File: src/rtl/lcr_pkg.sv
// ----------------------------------------------------------------------------
// Load cell reader package
// Shared types and constants for the load cell converter serial reader.
// ----------------------------------------------------------------------------
package lcr_pkg;

    // Width of the emitted reading and its saturation value
    localparam int NET_BITS = 24;
    localparam logic [NET_BITS-1:0] NET_MAX = '1;

    // Configuration port geometry
    localparam int CFG_INDEX_BITS = 3;
    localparam int CFG_DATA_BITS  = 24;

    // Configuration register indexes
    typedef enum logic [CFG_INDEX_BITS-1:0] {
        CFG_HALF_PERIOD   = 3'd0,
        CFG_GAIN_PULSES   = 3'd1,
        CFG_AVERAGE_COUNT = 3'd2,
        CFG_ZERO_OFFSET   = 3'd3,
        CFG_POWER_DOWN    = 3'd4
    } cfg_index_t;

    // Reset values of the configuration registers
    localparam logic [15:0] HALF_PERIOD_RST   = 16'd20;
    localparam logic [1:0]  GAIN_PULSES_RST   = 2'd1;
    localparam logic [7:0]  AVERAGE_COUNT_RST = 8'd1;

    // Live configuration handed to the front and back ends
    typedef struct packed {
        logic [15:0]         half_period_ticks;
        logic [1:0]          gain_pulses;
        logic [7:0]          average_count;
        logic [NET_BITS-1:0] zero_offset;
        logic                power_down;
    } cfg_t;

    // Serial clock phase of the front end
    typedef enum logic [1:0] {
        PH_IDLE = 2'd0,
        PH_HIGH = 2'd1,
        PH_LOW  = 2'd2
    } phase_t;

    // Back end sequencer state
    typedef enum logic [1:0] {
        BK_IDLE   = 2'd0,
        BK_DIVIDE = 2'd1,
        BK_FINISH = 2'd2
    } back_state_t;

endpackage

File: src/rtl/lcr_front.sv
// ----------------------------------------------------------------------------
// Load cell reader front end
// Runs the serial clock sequencer once per tick, shifts in sample bits,
// accumulates samples and tags the tick that completes an average.
// ----------------------------------------------------------------------------
module lcr_front #(
    parameter int SAMPLE_BITS = 24,
    parameter int SUM_BITS    = 32
) (
    input  logic                clk,
    input  logic                rst_n,
    input  lcr_pkg::cfg_t       cfg,
    input  logic                tick_valid,
    output logic                tick_ready,
    input  logic                dout_level,
    output logic                push_valid,
    input  logic                push_ready,
    output logic [SUM_BITS+1:0] push_data   // sum, done flag, sclk level
);
    import lcr_pkg::*;

    localparam int IDX_BITS = $clog2(SAMPLE_BITS + 4);

    typedef logic [SUM_BITS-1:0] sum_t;

    phase_t                 phase_reg, phase_next;
    logic [IDX_BITS-1:0]    idx_reg, idx_next;
    logic [15:0]            cnt_reg, cnt_next;
    logic [SAMPLE_BITS-1:0] shift_reg, shift_next;
    sum_t                   sum_reg, sum_next;
    logic [7:0]             taken_reg, taken_next;

    logic                   sclk;
    logic                   done;
    sum_t                   sum_out;
    logic                   accept;

    assign accept     = tick_valid && push_ready;
    assign tick_ready = push_ready;
    assign push_valid = tick_valid;
    assign push_data  = {sclk, done, sum_out};

    // Advance the sequencer by one tick
    always_comb
    begin
        logic [15:0]            half;
        logic [7:0]             navg;
        logic [IDX_BITS-1:0]    total;
        logic                   half_done;
        logic [SAMPLE_BITS-1:0] sample;
        sum_t                   sum_new;
        logic [7:0]             taken_new;

        half      = (cfg.half_period_ticks == 16'd0) ? 16'd1 : cfg.half_period_ticks;
        navg      = (cfg.average_count == 8'd0) ? 8'd1 : cfg.average_count;
        total     = IDX_BITS'(SAMPLE_BITS) + IDX_BITS'(cfg.gain_pulses);
        half_done = 1'b0;
        sample    = '0;
        sum_new   = sum_reg;
        taken_new = taken_reg;

        phase_next = phase_reg;
        idx_next   = idx_reg;
        cnt_next   = cnt_reg;
        shift_next = shift_reg;
        sum_next   = sum_reg;
        taken_next = taken_reg;
        sclk       = 1'b0;
        done       = 1'b0;
        sum_out    = sum_reg;

        if (cfg.power_down)
        begin
            // Hold the clock high and abandon any conversion
            phase_next = PH_IDLE;
            idx_next   = '0;
            cnt_next   = '0;
            sclk       = 1'b1;
        end
        else
        begin
            // Start a conversion when the data line signals ready
            if (phase_reg == PH_IDLE && !dout_level)
            begin
                phase_next = PH_HIGH;
                idx_next   = '0;
                cnt_next   = '0;
                shift_next = '0;
            end
            half_done = ({1'b0, cnt_next} + 17'd1) >= {1'b0, half};
            case (phase_next)
                PH_HIGH:
                begin
                    sclk = 1'b1;
                    if (half_done)
                    begin
                        cnt_next = '0;
                        if (idx_next < IDX_BITS'(SAMPLE_BITS))
                        begin
                            shift_next = {shift_next[SAMPLE_BITS-2:0], dout_level};
                        end
                        phase_next = PH_LOW;
                    end
                    else
                    begin
                        cnt_next = cnt_next + 16'd1;
                    end
                end
                PH_LOW:
                begin
                    if (half_done)
                    begin
                        cnt_next = '0;
                        if ((idx_next + IDX_BITS'(1)) < total)
                        begin
                            idx_next   = idx_next + IDX_BITS'(1);
                            phase_next = PH_HIGH;
                        end
                        else
                        begin
                            // Last pulse: fold the sample into the running sum
                            sample     = shift_next ^ {1'b1, {(SAMPLE_BITS-1){1'b0}}};
                            sum_new    = sum_reg + sum_t'(sample);
                            taken_new  = taken_reg + 8'd1;
                            phase_next = PH_IDLE;
                            idx_next   = '0;
                            sum_next   = sum_new;
                            taken_next = taken_new;
                            sum_out    = sum_new;
                            if (taken_new >= navg)
                            begin
                                done       = 1'b1;
                                sum_next   = '0;
                                taken_next = '0;
                            end
                        end
                    end
                    else
                    begin
                        cnt_next = cnt_next + 16'd1;
                    end
                end
                default:
                begin
                    sclk = 1'b0;
                end
            endcase
        end
    end

    // Sequencer and accumulator registers
    always_ff @(posedge clk or negedge rst_n)
    begin
        if (!rst_n)
        begin
            phase_reg <= PH_IDLE;
            idx_reg   <= '0;
            cnt_reg   <= '0;
            shift_reg <= '0;
            sum_reg   <= '0;
            taken_reg <= '0;
        end
        else if (accept)
        begin
            phase_reg <= phase_next;
            idx_reg   <= idx_next;
            cnt_reg   <= cnt_next;
            shift_reg <= shift_next;
            sum_reg   <= sum_next;
            taken_reg <= taken_next;
        end
    end

endmodule

File: src/rtl/lcr_queue.sv
// ----------------------------------------------------------------------------
// Load cell reader tick queue
// Two-entry queue that decouples the tick sequencer from the divider.
// ----------------------------------------------------------------------------
module lcr_queue #(
    parameter int WIDTH = 34
) (
    input  logic             clk,
    input  logic             rst_n,
    input  logic             in_valid,
    output logic             in_ready,
    input  logic [WIDTH-1:0] in_data,
    output logic             out_valid,
    input  logic             out_ready,
    output logic [WIDTH-1:0] out_data
);
    import lcr_pkg::*;

    logic [WIDTH-1:0] mem_reg [2];
    logic             wr_ptr_reg, wr_ptr_next;
    logic             rd_ptr_reg, rd_ptr_next;
    logic [1:0]       count_reg, count_next;
    logic             push;
    logic             pop;

    assign in_ready  = (count_reg != 2'd2);
    assign out_valid = (count_reg != 2'd0);
    assign out_data  = mem_reg[rd_ptr_reg];
    assign push      = in_valid && in_ready;
    assign pop       = out_valid && out_ready;

    // Move pointers and fill level
    always_comb
    begin
        wr_ptr_next = push ? !wr_ptr_reg : wr_ptr_reg;
        rd_ptr_next = pop ? !rd_ptr_reg : rd_ptr_reg;
        count_next  = count_reg + {1'b0, push} - {1'b0, pop};
    end

    always_ff @(posedge clk or negedge rst_n)
    begin
        if (!rst_n)
        begin
            wr_ptr_reg <= 1'b0;
            rd_ptr_reg <= 1'b0;
            count_reg  <= 2'd0;
        end
        else
        begin
            wr_ptr_reg <= wr_ptr_next;
            rd_ptr_reg <= rd_ptr_next;
            count_reg  <= count_next;
        end
    end

    // Store entries
    always_ff @(posedge clk)
    begin
        if (push)
        begin
            mem_reg[wr_ptr_reg] <= in_data;
        end
    end

endmodule

File: src/rtl/lcr_back.sv
// ----------------------------------------------------------------------------
// Load cell reader back end
// Divides completed sums by the sample count one bit per cycle, removes the
// zero offset and drives the registered output transfer.
// ----------------------------------------------------------------------------
module lcr_back #(
    parameter int SUM_BITS = 32
) (
    input  logic                clk,
    input  logic                rst_n,
    input  lcr_pkg::cfg_t       cfg,
    input  logic                pop_valid,
    output logic                pop_ready,
    input  logic [SUM_BITS+1:0] pop_data,      // sum, done flag, sclk level
    output logic                m_axis_tvalid,
    input  logic                m_axis_tready,
    output logic [31:0]         m_axis_tdata,  // [0] sclk_level, [24:1] net_reading
    output logic                m_axis_tuser   // [0] result_valid
);
    import lcr_pkg::*;

    localparam int CNT_BITS = $clog2(SUM_BITS);

    typedef logic [SUM_BITS-1:0] sum_t;

    back_state_t         state_reg, state_next;
    sum_t                quo_reg, quo_next;
    logic [7:0]          rem_reg, rem_next;
    logic [CNT_BITS-1:0] cnt_reg, cnt_next;
    logic                sclk_hold_reg, sclk_hold_next;
    logic [NET_BITS-1:0] last_reg, last_next;
    logic                out_valid_reg, out_valid_next;
    logic                out_sclk_reg, out_sclk_next;
    logic                out_flag_reg, out_flag_next;
    logic [NET_BITS-1:0] out_net_reg, out_net_next;

    logic                out_free;
    logic [7:0]          navg;
    logic [8:0]          trial;
    logic                ge;
    sum_t                off_ext;
    sum_t                diff;
    logic [NET_BITS-1:0] net;

    assign out_free  = !out_valid_reg || m_axis_tready;
    assign pop_ready = (state_reg == BK_IDLE) && out_free;
    assign navg      = (cfg.average_count == 8'd0) ? 8'd1 : cfg.average_count;

    // One restoring division step
    assign trial = {rem_reg, quo_reg[SUM_BITS-1]};
    assign ge    = trial >= {1'b0, navg};

    // Offset removal with floor at zero and saturation
    assign off_ext = sum_t'(cfg.zero_offset);
    assign diff    = quo_reg - off_ext;
    always_comb
    begin
        if (quo_reg <= off_ext)
        begin
            net = '0;
        end
        else if (diff > sum_t'(NET_MAX))
        begin
            net = NET_MAX;
        end
        else
        begin
            net = diff[NET_BITS-1:0];
        end
    end

    // Sequence: take an entry, divide if it completes an average, load output
    always_comb
    begin
        logic [8:0] rem_sub;

        rem_sub        = trial - {1'b0, navg};
        state_next     = state_reg;
        quo_next       = quo_reg;
        rem_next       = rem_reg;
        cnt_next       = cnt_reg;
        sclk_hold_next = sclk_hold_reg;
        last_next      = last_reg;
        out_valid_next = out_valid_reg && !m_axis_tready;
        out_sclk_next  = out_sclk_reg;
        out_flag_next  = out_flag_reg;
        out_net_next   = out_net_reg;

        case (state_reg)
            BK_IDLE:
            begin
                if (pop_valid && pop_ready)
                begin
                    if (pop_data[SUM_BITS])
                    begin
                        state_next     = BK_DIVIDE;
                        quo_next       = pop_data[SUM_BITS-1:0];
                        rem_next       = '0;
                        cnt_next       = '0;
                        sclk_hold_next = pop_data[SUM_BITS+1];
                    end
                    else
                    begin
                        out_valid_next = 1'b1;
                        out_sclk_next  = pop_data[SUM_BITS+1];
                        out_flag_next  = 1'b0;
                        out_net_next   = last_reg;
                    end
                end
            end
            BK_DIVIDE:
            begin
                rem_next = ge ? rem_sub[7:0] : trial[7:0];
                quo_next = {quo_reg[SUM_BITS-2:0], ge};
                cnt_next = cnt_reg + CNT_BITS'(1);
                if (cnt_reg == CNT_BITS'(SUM_BITS - 1))
                begin
                    state_next = BK_FINISH;
                end
            end
            BK_FINISH:
            begin
                if (out_free)
                begin
                    out_valid_next = 1'b1;
                    out_sclk_next  = sclk_hold_reg;
                    out_flag_next  = 1'b1;
                    out_net_next   = net;
                    last_next      = net;
                    state_next     = BK_IDLE;
                end
            end
            default:
            begin
                state_next = BK_IDLE;
            end
        endcase
    end

    // Control state
    always_ff @(posedge clk or negedge rst_n)
    begin
        if (!rst_n)
        begin
            state_reg     <= BK_IDLE;
            out_valid_reg <= 1'b0;
            last_reg      <= '0;
        end
        else
        begin
            state_reg     <= state_next;
            out_valid_reg <= out_valid_next;
            last_reg      <= last_next;
        end
    end

    // Datapath registers
    always_ff @(posedge clk)
    begin
        quo_reg       <= quo_next;
        rem_reg       <= rem_next;
        cnt_reg       <= cnt_next;
        sclk_hold_reg <= sclk_hold_next;
        out_sclk_reg  <= out_sclk_next;
        out_flag_reg  <= out_flag_next;
        out_net_reg   <= out_net_next;
    end

    assign m_axis_tvalid = out_valid_reg;
    assign m_axis_tdata  = {{(32 - NET_BITS - 1){1'b0}}, out_net_reg, out_sclk_reg};
    assign m_axis_tuser  = out_flag_reg;

endmodule

File: src/rtl/load_cell_adc_serial_reader_unit.sv
// ----------------------------------------------------------------------------
// Load cell converter serial reader
// Two-wire bridge converter reader: clocking, averaging and offset removal.
// ----------------------------------------------------------------------------
// Each input transfer is one timing tick carrying the converter data-line
// level, and each produces exactly one output transfer with the serial clock
// level for that tick, a new-reading flag and the current net reading. A tick
// completing an average is held in the back end by the one-bit-per-cycle
// divider that divides the sum by the sample count; a two-entry queue
// between the tick sequencer and the divider lets the sequencer keep taking
// ticks until the queue fills. Configuration is written through cfg_we /
// cfg_index / cfg_data and must only change while no tick is outstanding.
module load_cell_adc_serial_reader_unit #(
    parameter int SAMPLE_BITS = 24,
    parameter int SUM_BITS    = 32
) (
    input  logic                               clk,
    input  logic                               rst_n,
    input  logic                               s_axis_tvalid,
    output logic                               s_axis_tready,
    input  logic [7:0]                         s_axis_tdata,  // [0] dout_level
    output logic                               m_axis_tvalid,
    input  logic                               m_axis_tready,
    output logic [31:0]                        m_axis_tdata,  // [0] sclk_level,
                                                              // [24:1] net_reading
    output logic                               m_axis_tuser,  // [0] result_valid
    input  logic                               cfg_we,
    input  logic [lcr_pkg::CFG_INDEX_BITS-1:0] cfg_index,
    input  logic [lcr_pkg::CFG_DATA_BITS-1:0]  cfg_data
);
    import lcr_pkg::*;

    localparam int ENTRY_BITS = SUM_BITS + 2;

    cfg_t                  cfg_reg;
    logic                  push_valid;
    logic                  push_ready;
    logic [ENTRY_BITS-1:0] push_data;
    logic                  pop_valid;
    logic                  pop_ready;
    logic [ENTRY_BITS-1:0] pop_data;

    // Configuration registers
    always_ff @(posedge clk or negedge rst_n)
    begin
        if (!rst_n)
        begin
            cfg_reg.half_period_ticks <= HALF_PERIOD_RST;
            cfg_reg.gain_pulses       <= GAIN_PULSES_RST;
            cfg_reg.average_count     <= AVERAGE_COUNT_RST;
            cfg_reg.zero_offset       <= '0;
            cfg_reg.power_down        <= 1'b0;
        end
        else if (cfg_we)
        begin
            case (cfg_index)
                CFG_HALF_PERIOD:   cfg_reg.half_period_ticks <= cfg_data[15:0];
                CFG_GAIN_PULSES:   cfg_reg.gain_pulses       <= cfg_data[1:0];
                CFG_AVERAGE_COUNT: cfg_reg.average_count     <= cfg_data[7:0];
                CFG_ZERO_OFFSET:   cfg_reg.zero_offset       <= cfg_data[NET_BITS-1:0];
                CFG_POWER_DOWN:    cfg_reg.power_down        <= cfg_data[0];
                default:           ;
            endcase
        end
    end

    lcr_front #(
        .SAMPLE_BITS (SAMPLE_BITS),
        .SUM_BITS    (SUM_BITS)
    ) u_front (
        .clk         (clk),
        .rst_n       (rst_n),
        .cfg         (cfg_reg),
        .tick_valid  (s_axis_tvalid),
        .tick_ready  (s_axis_tready),
        .dout_level  (s_axis_tdata[0]),
        .push_valid  (push_valid),
        .push_ready  (push_ready),
        .push_data   (push_data)
    );

    lcr_queue #(
        .WIDTH     (ENTRY_BITS)
    ) u_queue (
        .clk       (clk),
        .rst_n     (rst_n),
        .in_valid  (push_valid),
        .in_ready  (push_ready),
        .in_data   (push_data),
        .out_valid (pop_valid),
        .out_ready (pop_ready),
        .out_data  (pop_data)
    );

    lcr_back #(
        .SUM_BITS      (SUM_BITS)
    ) u_back (
        .clk           (clk),
        .rst_n         (rst_n),
        .cfg           (cfg_reg),
        .pop_valid     (pop_valid),
        .pop_ready     (pop_ready),
        .pop_data      (pop_data),
        .m_axis_tvalid (m_axis_tvalid),
        .m_axis_tready (m_axis_tready),
        .m_axis_tdata  (m_axis_tdata),
        .m_axis_tuser  (m_axis_tuser)
    );

endmodule
File: config.mk
export PLATFORM = sky130hd
export DESIGN_NAME = load_cell_adc_serial_reader_unit
export DESIGN_NICKNAME = d
export VERILOG_FILES = /design/src/rtl/lcr_pkg.sv /design/src/rtl/lcr_front.sv /design/src/rtl/lcr_queue.sv /design/src/rtl/lcr_back.sv /design/src/rtl/load_cell_adc_serial_reader_unit.sv
export SDC_FILE = /design/constraint.sdc
export NUM_CORES = 1
export LEC_CHECK = 0
export BUFFER_PORTS_ARGS = -buffer_cell sky130_fd_sc_hd__buf_4
export CORE_UTILIZATION = 40
export CTS_BUF_LIST = sky130_fd_sc_hd__clkbuf_2 sky130_fd_sc_hd__clkbuf_4 sky130_fd_sc_hd__clkbuf_8
export DETAILED_ROUTE_END_ITERATION = 8
export GPL_ROUTABILITY_DRIVEN = 0
export PLACE_DENSITY = 0.57
export SLEW_MARGIN = 10
export SYNTH_ARGS = -nofsm -noshare
export SYNTH_HDL_FRONTEND = slang
export SYNTH_SLANG_ARGS = --single-unit
File: constraint.sdc
create_clock -name clk -period 4.45 [get_ports clk]
set_input_delay 0.2225 -clock clk [delete_from_list [all_inputs] [get_ports clk]]
set_output_delay 0.2225 -clock clk [all_outputs]
set_load 0.005 [all_outputs]
* Yosys cells after proc, flatten, opt, wreduce, memory -nomap -nowiden
Memory sizes are Yosys's and may differ from the RTL's.
Index checks and enable logic that the tools add are counted.
** Storage, ports and cells
- RAM bits :: 68
- Word-level logic and storage cells :: 166
- Memories :: 1
- Bits of input ports :: 40
- Flip-flop bits (word level) :: 241
- Output and inout bits :: 35
** Memory list
- u_queue.mem_reg :: depth 2, bits a word 34, rd ports 1, clocked after Yosys merged registers in 0, write ports 1, RTL line lcr_queue.sv:19 : logic [WIDTH-1:0] mem_reg [2];
** Operators by class
- $lt $le $gt $ge :: 7
- Reductions and logical operators :: 32
- Muxes and demuxes :: 73
- Eq/ne operators :: 15
- Bitwise operators :: 3
- $add $sub $neg :: 11
** Operator list (number)
- two-way mux 24 bit :: 10
- two-way mux 32 bit :: 7
- two-way mux 16 bit :: 6
- one-hot mux 32 bit (2 select lines) :: 1
- one-hot mux 24 bit (2 select lines) :: 1
- two-way mux 5 bit :: 8
- two-way mux 8 bit :: 5
- adder 32 x 24 -> 32 bit :: 1
- > comparator 32 x 24 -> 1 bit (second input constant) :: 1
- <= comparator 32 x 24 -> 1 bit :: 1
- subtractor 32 x 24 -> 32 bit :: 1
- two-way mux 1 bit :: 19
- two-way mux 2 bit :: 9
- adder 16 x 1 -> 17 bit (second input constant) :: 1
- >= comparator 17 x 16 -> 1 bit :: 1
- adder 16 x 1 -> 16 bit (second input constant) :: 1
- zero test 16 bit :: 1
- one-hot mux 8 bit (2 select lines) :: 1
- AND reduction 2 bit :: 7
- adder 5 x 1 -> 5 bit (second input constant) :: 2
- one-hot mux 5 bit (2 select lines) :: 1
- >= comparator 9 x 8 -> 1 bit :: 1
- adder 8 x 1 -> 8 bit (second input constant) :: 1
- >= comparator 8 bit :: 1
- other kinds (29) :: 53

* Logic depth before layout (Yosys ltp)
- Depth in word-level cells :: 10
- Gate-level depth with buffers :: 25
- Depth with buffers taken out :: 18

* Hierarchy
A second synthesis with hierarchy kept.
** Unflattened totals
- Cells, all modules :: 1730
- Area total of the unflattened synthesis :: 17815.8 um2
** Modules (own cells, without submodules)
- lcr_front :: cells each 755, seq. area each 2177.1 um2, area each 6696.4 um2, times used 1
- lcr_back :: cells each 736, seq. area each 2837.7 um2, area each 6482.5 um2, times used 1
- lcr_queue :: cells each 128, seq. area each 2142.1 um2, area each 2678.8 um2, times used 1
- load_cell_adc_serial_reader_unit :: cells each 111, seq. area each 1281.2 um2, area each 1958.1 um2, times used 1

* Worst setup path after synthesis
No wires, ideal clock.
- Path kind :: register to register
- Start :: reg u_front.phase_reg[0]
- End :: reg u_front.sum_reg[31]
- Setup time :: 0.069 ns
- Slack :: -0.444 ns
- Required time :: 4.381 ns
- Cell stages (with the launch flop) :: 25
- Buffers on the path :: 7
- Arrival time :: 4.825 ns
- Period minus slack after synthesis :: 4.894 ns
- Cell sequence :: dfrtp_1 buf_6 or3_1 buf_4 clkbuf_1 clkbuf_1 and2_1 ha_1 inv_1 or3_1 nor2_1 xnor2_1 ha_1 nand2_1 nor4_2 o31ai_1 o2111a_1 o31a_1 buf_6 or3_1 buf_2 or2_1 clkbuf_1 or4_1 nand3_1
** On the way
- Cells in the longest elaborated chain, start to end :: 8
- Elaborated cells between the ends (all ways) :: 20
- Classes of those cells :: 3 x add/sub; 2 x order compare; 1 x eq/ne; 9 x mux; 2 x bitwise; 3 x reduce/logical
** Ends and longest elaborated chain
- from (decl) :: RTL line lcr_front.sv:26 : phase_t phase_reg, phase_next;
- from (signal assigned) :: RTL line lcr_front.sv:165 : phase_reg <= phase_next;
- parallel branches: the longest is 8 deep, another holds adder 16 x 1 -> 17 bit
- to (signal assigned) :: RTL line lcr_front.sv:169 : sum_reg <= sum_next;
- to (decl) :: RTL line lcr_front.sv:30 : sum_t sum_reg, sum_next;
Parallel ways; which one is timed is not known. The select of a mux whose other input is x is not followed.
A chain may end at the register's enable or synchronous reset.

* Worst setup path after layout
- Start :: reg u_front.phase_reg[1]
- End :: reg u_front.sum_reg[26]
The elaborated chain is that of the path after synthesis.

==> metrics.yaml <==
rows: 76
power.switching_uw: 4070
routed-wl-met3_um: 1600
clk_latency_ns: 0.65
drt_wl_total_um: 40900
reg2reg_depth: 19
met1_length_um: 19700
setup_viol: 0
place_hpwl_um: 29000
htreeDepth: 2
max_cap_viol_count: 0
antenna_cells: 0
cts_tree: "yes"
largest_reg_flops: 68
met2WireLength_um: 18400
synth.distinct_cells: 82
port_buffers: 60
cp_max_fo: 8
worst_pin_slew_ns: 1.09
clockRootBuffer: "clkbuf_8"
reg2reg_from: "u_front.phase_reg[1]"
ys.flop_type: "dfrtp_1"
slew_violations: 0
io_pins: 75
critPathKind: "reg2reg"
pwr-share-clk: 0.244
peakVddDrop_uv: 238
drtAntennaViolNets: 0
drive_gt1_frac: 0.152
finalClockSkew_ns: 0.0406
drt_iter0_markers: 789
nets: 1940
period_share: 0.961
hold_depth: 4
top_layer_used: "met4"
final-instance-count-excl-fill: 2436
antenna_found_initial: 0
netlist_instances: 1711
cp_slowest_cell: "or3_2"
hold_path_end: "cfg_reg[33]"
cp_slowest_stage_delay_ns: 0.49
min-delay-start: "cfg_index[0]"
power_frac_comb: 0.378
min_period_ns: 4.28
intPower_uw: 6950
synth.avg_cell_area_um2: 10.2
layout.cells.most_common_list: "182 x nand2_1, 164 x dfrtp_1, 163 x o21ai_0"
viasPerCell: 5.32
ys_ff_latch: 309
power_leakage_uw: 0.00862
yosysSeqAreaShare: 0.485
p_sw_frac: 0.369
path_clk_slew_ns: 0.06
path_cells: "or3_4, and2_1, ha_4, inv_2, nor4_4, nand2_1, xor2_1, nor2_1, ha_1, nand2_2, nor4_4, o31ai_1, o2111a_1, o31a_1, or3_2, buf_4, nor2_2, nand2_1, o31ai_1"
core_um2: 43000
final-hold-violation-count: 0
final_common_cell: "nand2_1"
grt-ovfl-total: 0
pwr_density_cell_nw_per_um2: 549
grt_pass1_wl_um: 67000
synth-edff-count: 140
cts_buffers: 52
start_util: 0.405
grt_pass1_vias: 12700
critPathLaunchType: "register"
die_h_um: 211
cts_sinks: 309
fp.dieArea_um2: 44300
dp.cells: 2307
fmax_mhz: 234
status: "finished clean"
r2r_slack_ns: 0.17
clockBufferDepth: 3
synth_warnings: 0
cp.arrival_ns: 4.80
grt_use_total: 0.188
synthesis.area_um2: 17400
drc: 0
crit_path_end_kind: "register"
vias: 13000
async_flop_share: 0.547
die_width_um: 211
cp.required_ns: 4.98
grt_max_degree: 91
whs_ns: 0.0910
syn2layout_area_growth_pct: 15.6
seqPwrFrac: 0.378
maxSlewHeadroom: 0.271
wl_per_cell_um: 16.8
min_path_type: "in2reg"
r2r-end: "u_front.sum_reg[26]"
first_pass_iters: 5
-- repair_timing --
item,in CTS,in global routing
setup buffers,0,1
gates resized for setup,0,20
endpoints found under the hold margin,131,0
hold buffers,31,0
setup endpoints to repair,0,98
-- cells by family after synthesis --
kind of cell    after synthesis  synth area share
simple gates                508             0.142
compound gates              470             0.177
flops                       309             0.485
buf+inv                     174            0.0409
fa+ha+maj                    91            0.0668
xor+xnor                     79            0.0398
mux                          79            0.0485
other cells                   1          0.000216
-- through the flow --
step | power, µW | worst slack [ns] | setup TNS (ns) | area, µm² | util
floorplan | 7130 | 0.00854 | 0 | 17400 | -
global placement | 8250 | 0.188 | 0 | 18500 | 0.431
detailed placement | 8320 | 0.0743 | 0 | 18500 | 0.431
CTS | 11100 | 0.101 | 0 | 20000 | 0.464
global route | 11800 | -0.0416 | -0.270 | 20100 | 0.468
finish | 11000 | 0.175 | 0 | 20100 | 0.468
-- layer usage --
layer / up-vias / track usage
met1: 6213 / 0.266
met2: 249 / 0.288
met5: - / 0
met4: 0 / 0.0737
met3: 82 / 0.0295
li1: 6423 / -
-- synth_stat cells, types with 4 or more instances --
cell type,n,share of area
or4_1,5,0.0022
o21ai_0,163,0.047
o21a_1,9,0.0039
o2111ai_1,4,0.0020
nor2b_1,19,0.0068
a21oi_1,71,0.020
dfrtp_1,165,0.24
a31oi_1,12,0.0043
ha_1,88,0.063
a22o_1,53,0.027
and4_1,4,0.0020
mux2_2,42,0.027
mux2i_1,37,0.021
or3_1,14,0.0050
clkbuf_1,73,0.016
xnor2_1,43,0.022
buf_2,4,0.0012
nor2_1,102,0.022
o211ai_1,9,0.0039
and2_1,35,0.013
a211oi_1,12,0.0052
dfstp_2,4,0.0060
o31ai_1,23,0.0099
a22oi_1,28,0.012
inv_1,82,0.018
buf_4,10,0.0043
and3_1,10,0.0036
o21bai_1,8,0.0035
nand3_1,45,0.013
nand4_1,14,0.0050
xor2_1,36,0.018
edfxtp_1,140,0.24
nand2b_1,20,0.0072
a21o_1,29,0.013
nor4_1,10,0.0036
a311oi_1,7,0.0035
nand2_1,184,0.040
nor3b_1,4,0.0017
nor3_1,24,0.0069
-- worst max path at each step --
| stage | start | to | slack [ns] | cells after the start |
|---|---|---|---|---|
| 2_1_floorplan | u_front.phase_reg[0] | u_queue.mem_reg[0][11] | 0.009 | 23 |
| 3_3_place_gp | s_axis_tdata[0] | u_front.sum_reg[31] | 0.19 | 18 |
| 3_5_place_dp | s_axis_tdata[0] | u_front.sum_reg[30] | 0.07 | 19 |
| 5_1_grt | u_front.phase_reg[1] | u_front.sum_reg[26] | -0.04 | 19 |
| 6_report | u_front.phase_reg[1] | u_front.sum_reg[26] | 0.17 | 19 |
| 4_1_cts | u_front.cnt_reg[3] | u_front.sum_reg[30] | 0.10 | 17 |
-- critical path: cells and delay by family (launching register included) --
| family | cells | cell delay, ns |
|---|---|---|
| AOI/OAI and AO/OA | 4 | 0.82 |
| DFF | 1 | 0.37 |
| and+or+nand+nor | 10 | 2.01 |
| buffers and inverters | 2 | 0.28 |
| xor gates and xnor gates | 1 | 0.14 |
| adders and majority gates | 2 | 0.52 |
-- final cells by class --
cell class              count  area [µm²]
flip-flops and latches    309        8440
well taps                 585         732
repair buffers            130        1110
inverters                  82         308
multi-input cells        1234        8400
clock inverters            14         123
fillers                  4047       22900
clock buffers              82         985
-- power by group through the flow --
stage / registers [µW] / clock network [µW] / logic (µW)
after floorplan: 4080 / 0 / 3050
after global placement: 4190 / 0 / 4060
after detailed placement: 4210 / 0 / 4110
after CTS: 4160 / 2780 / 4150
after global routing: 4240 / 2900 / 4680
final: 4170 / 2690 / 4170
No activity file was read; power rests on OpenSTA's default activity.
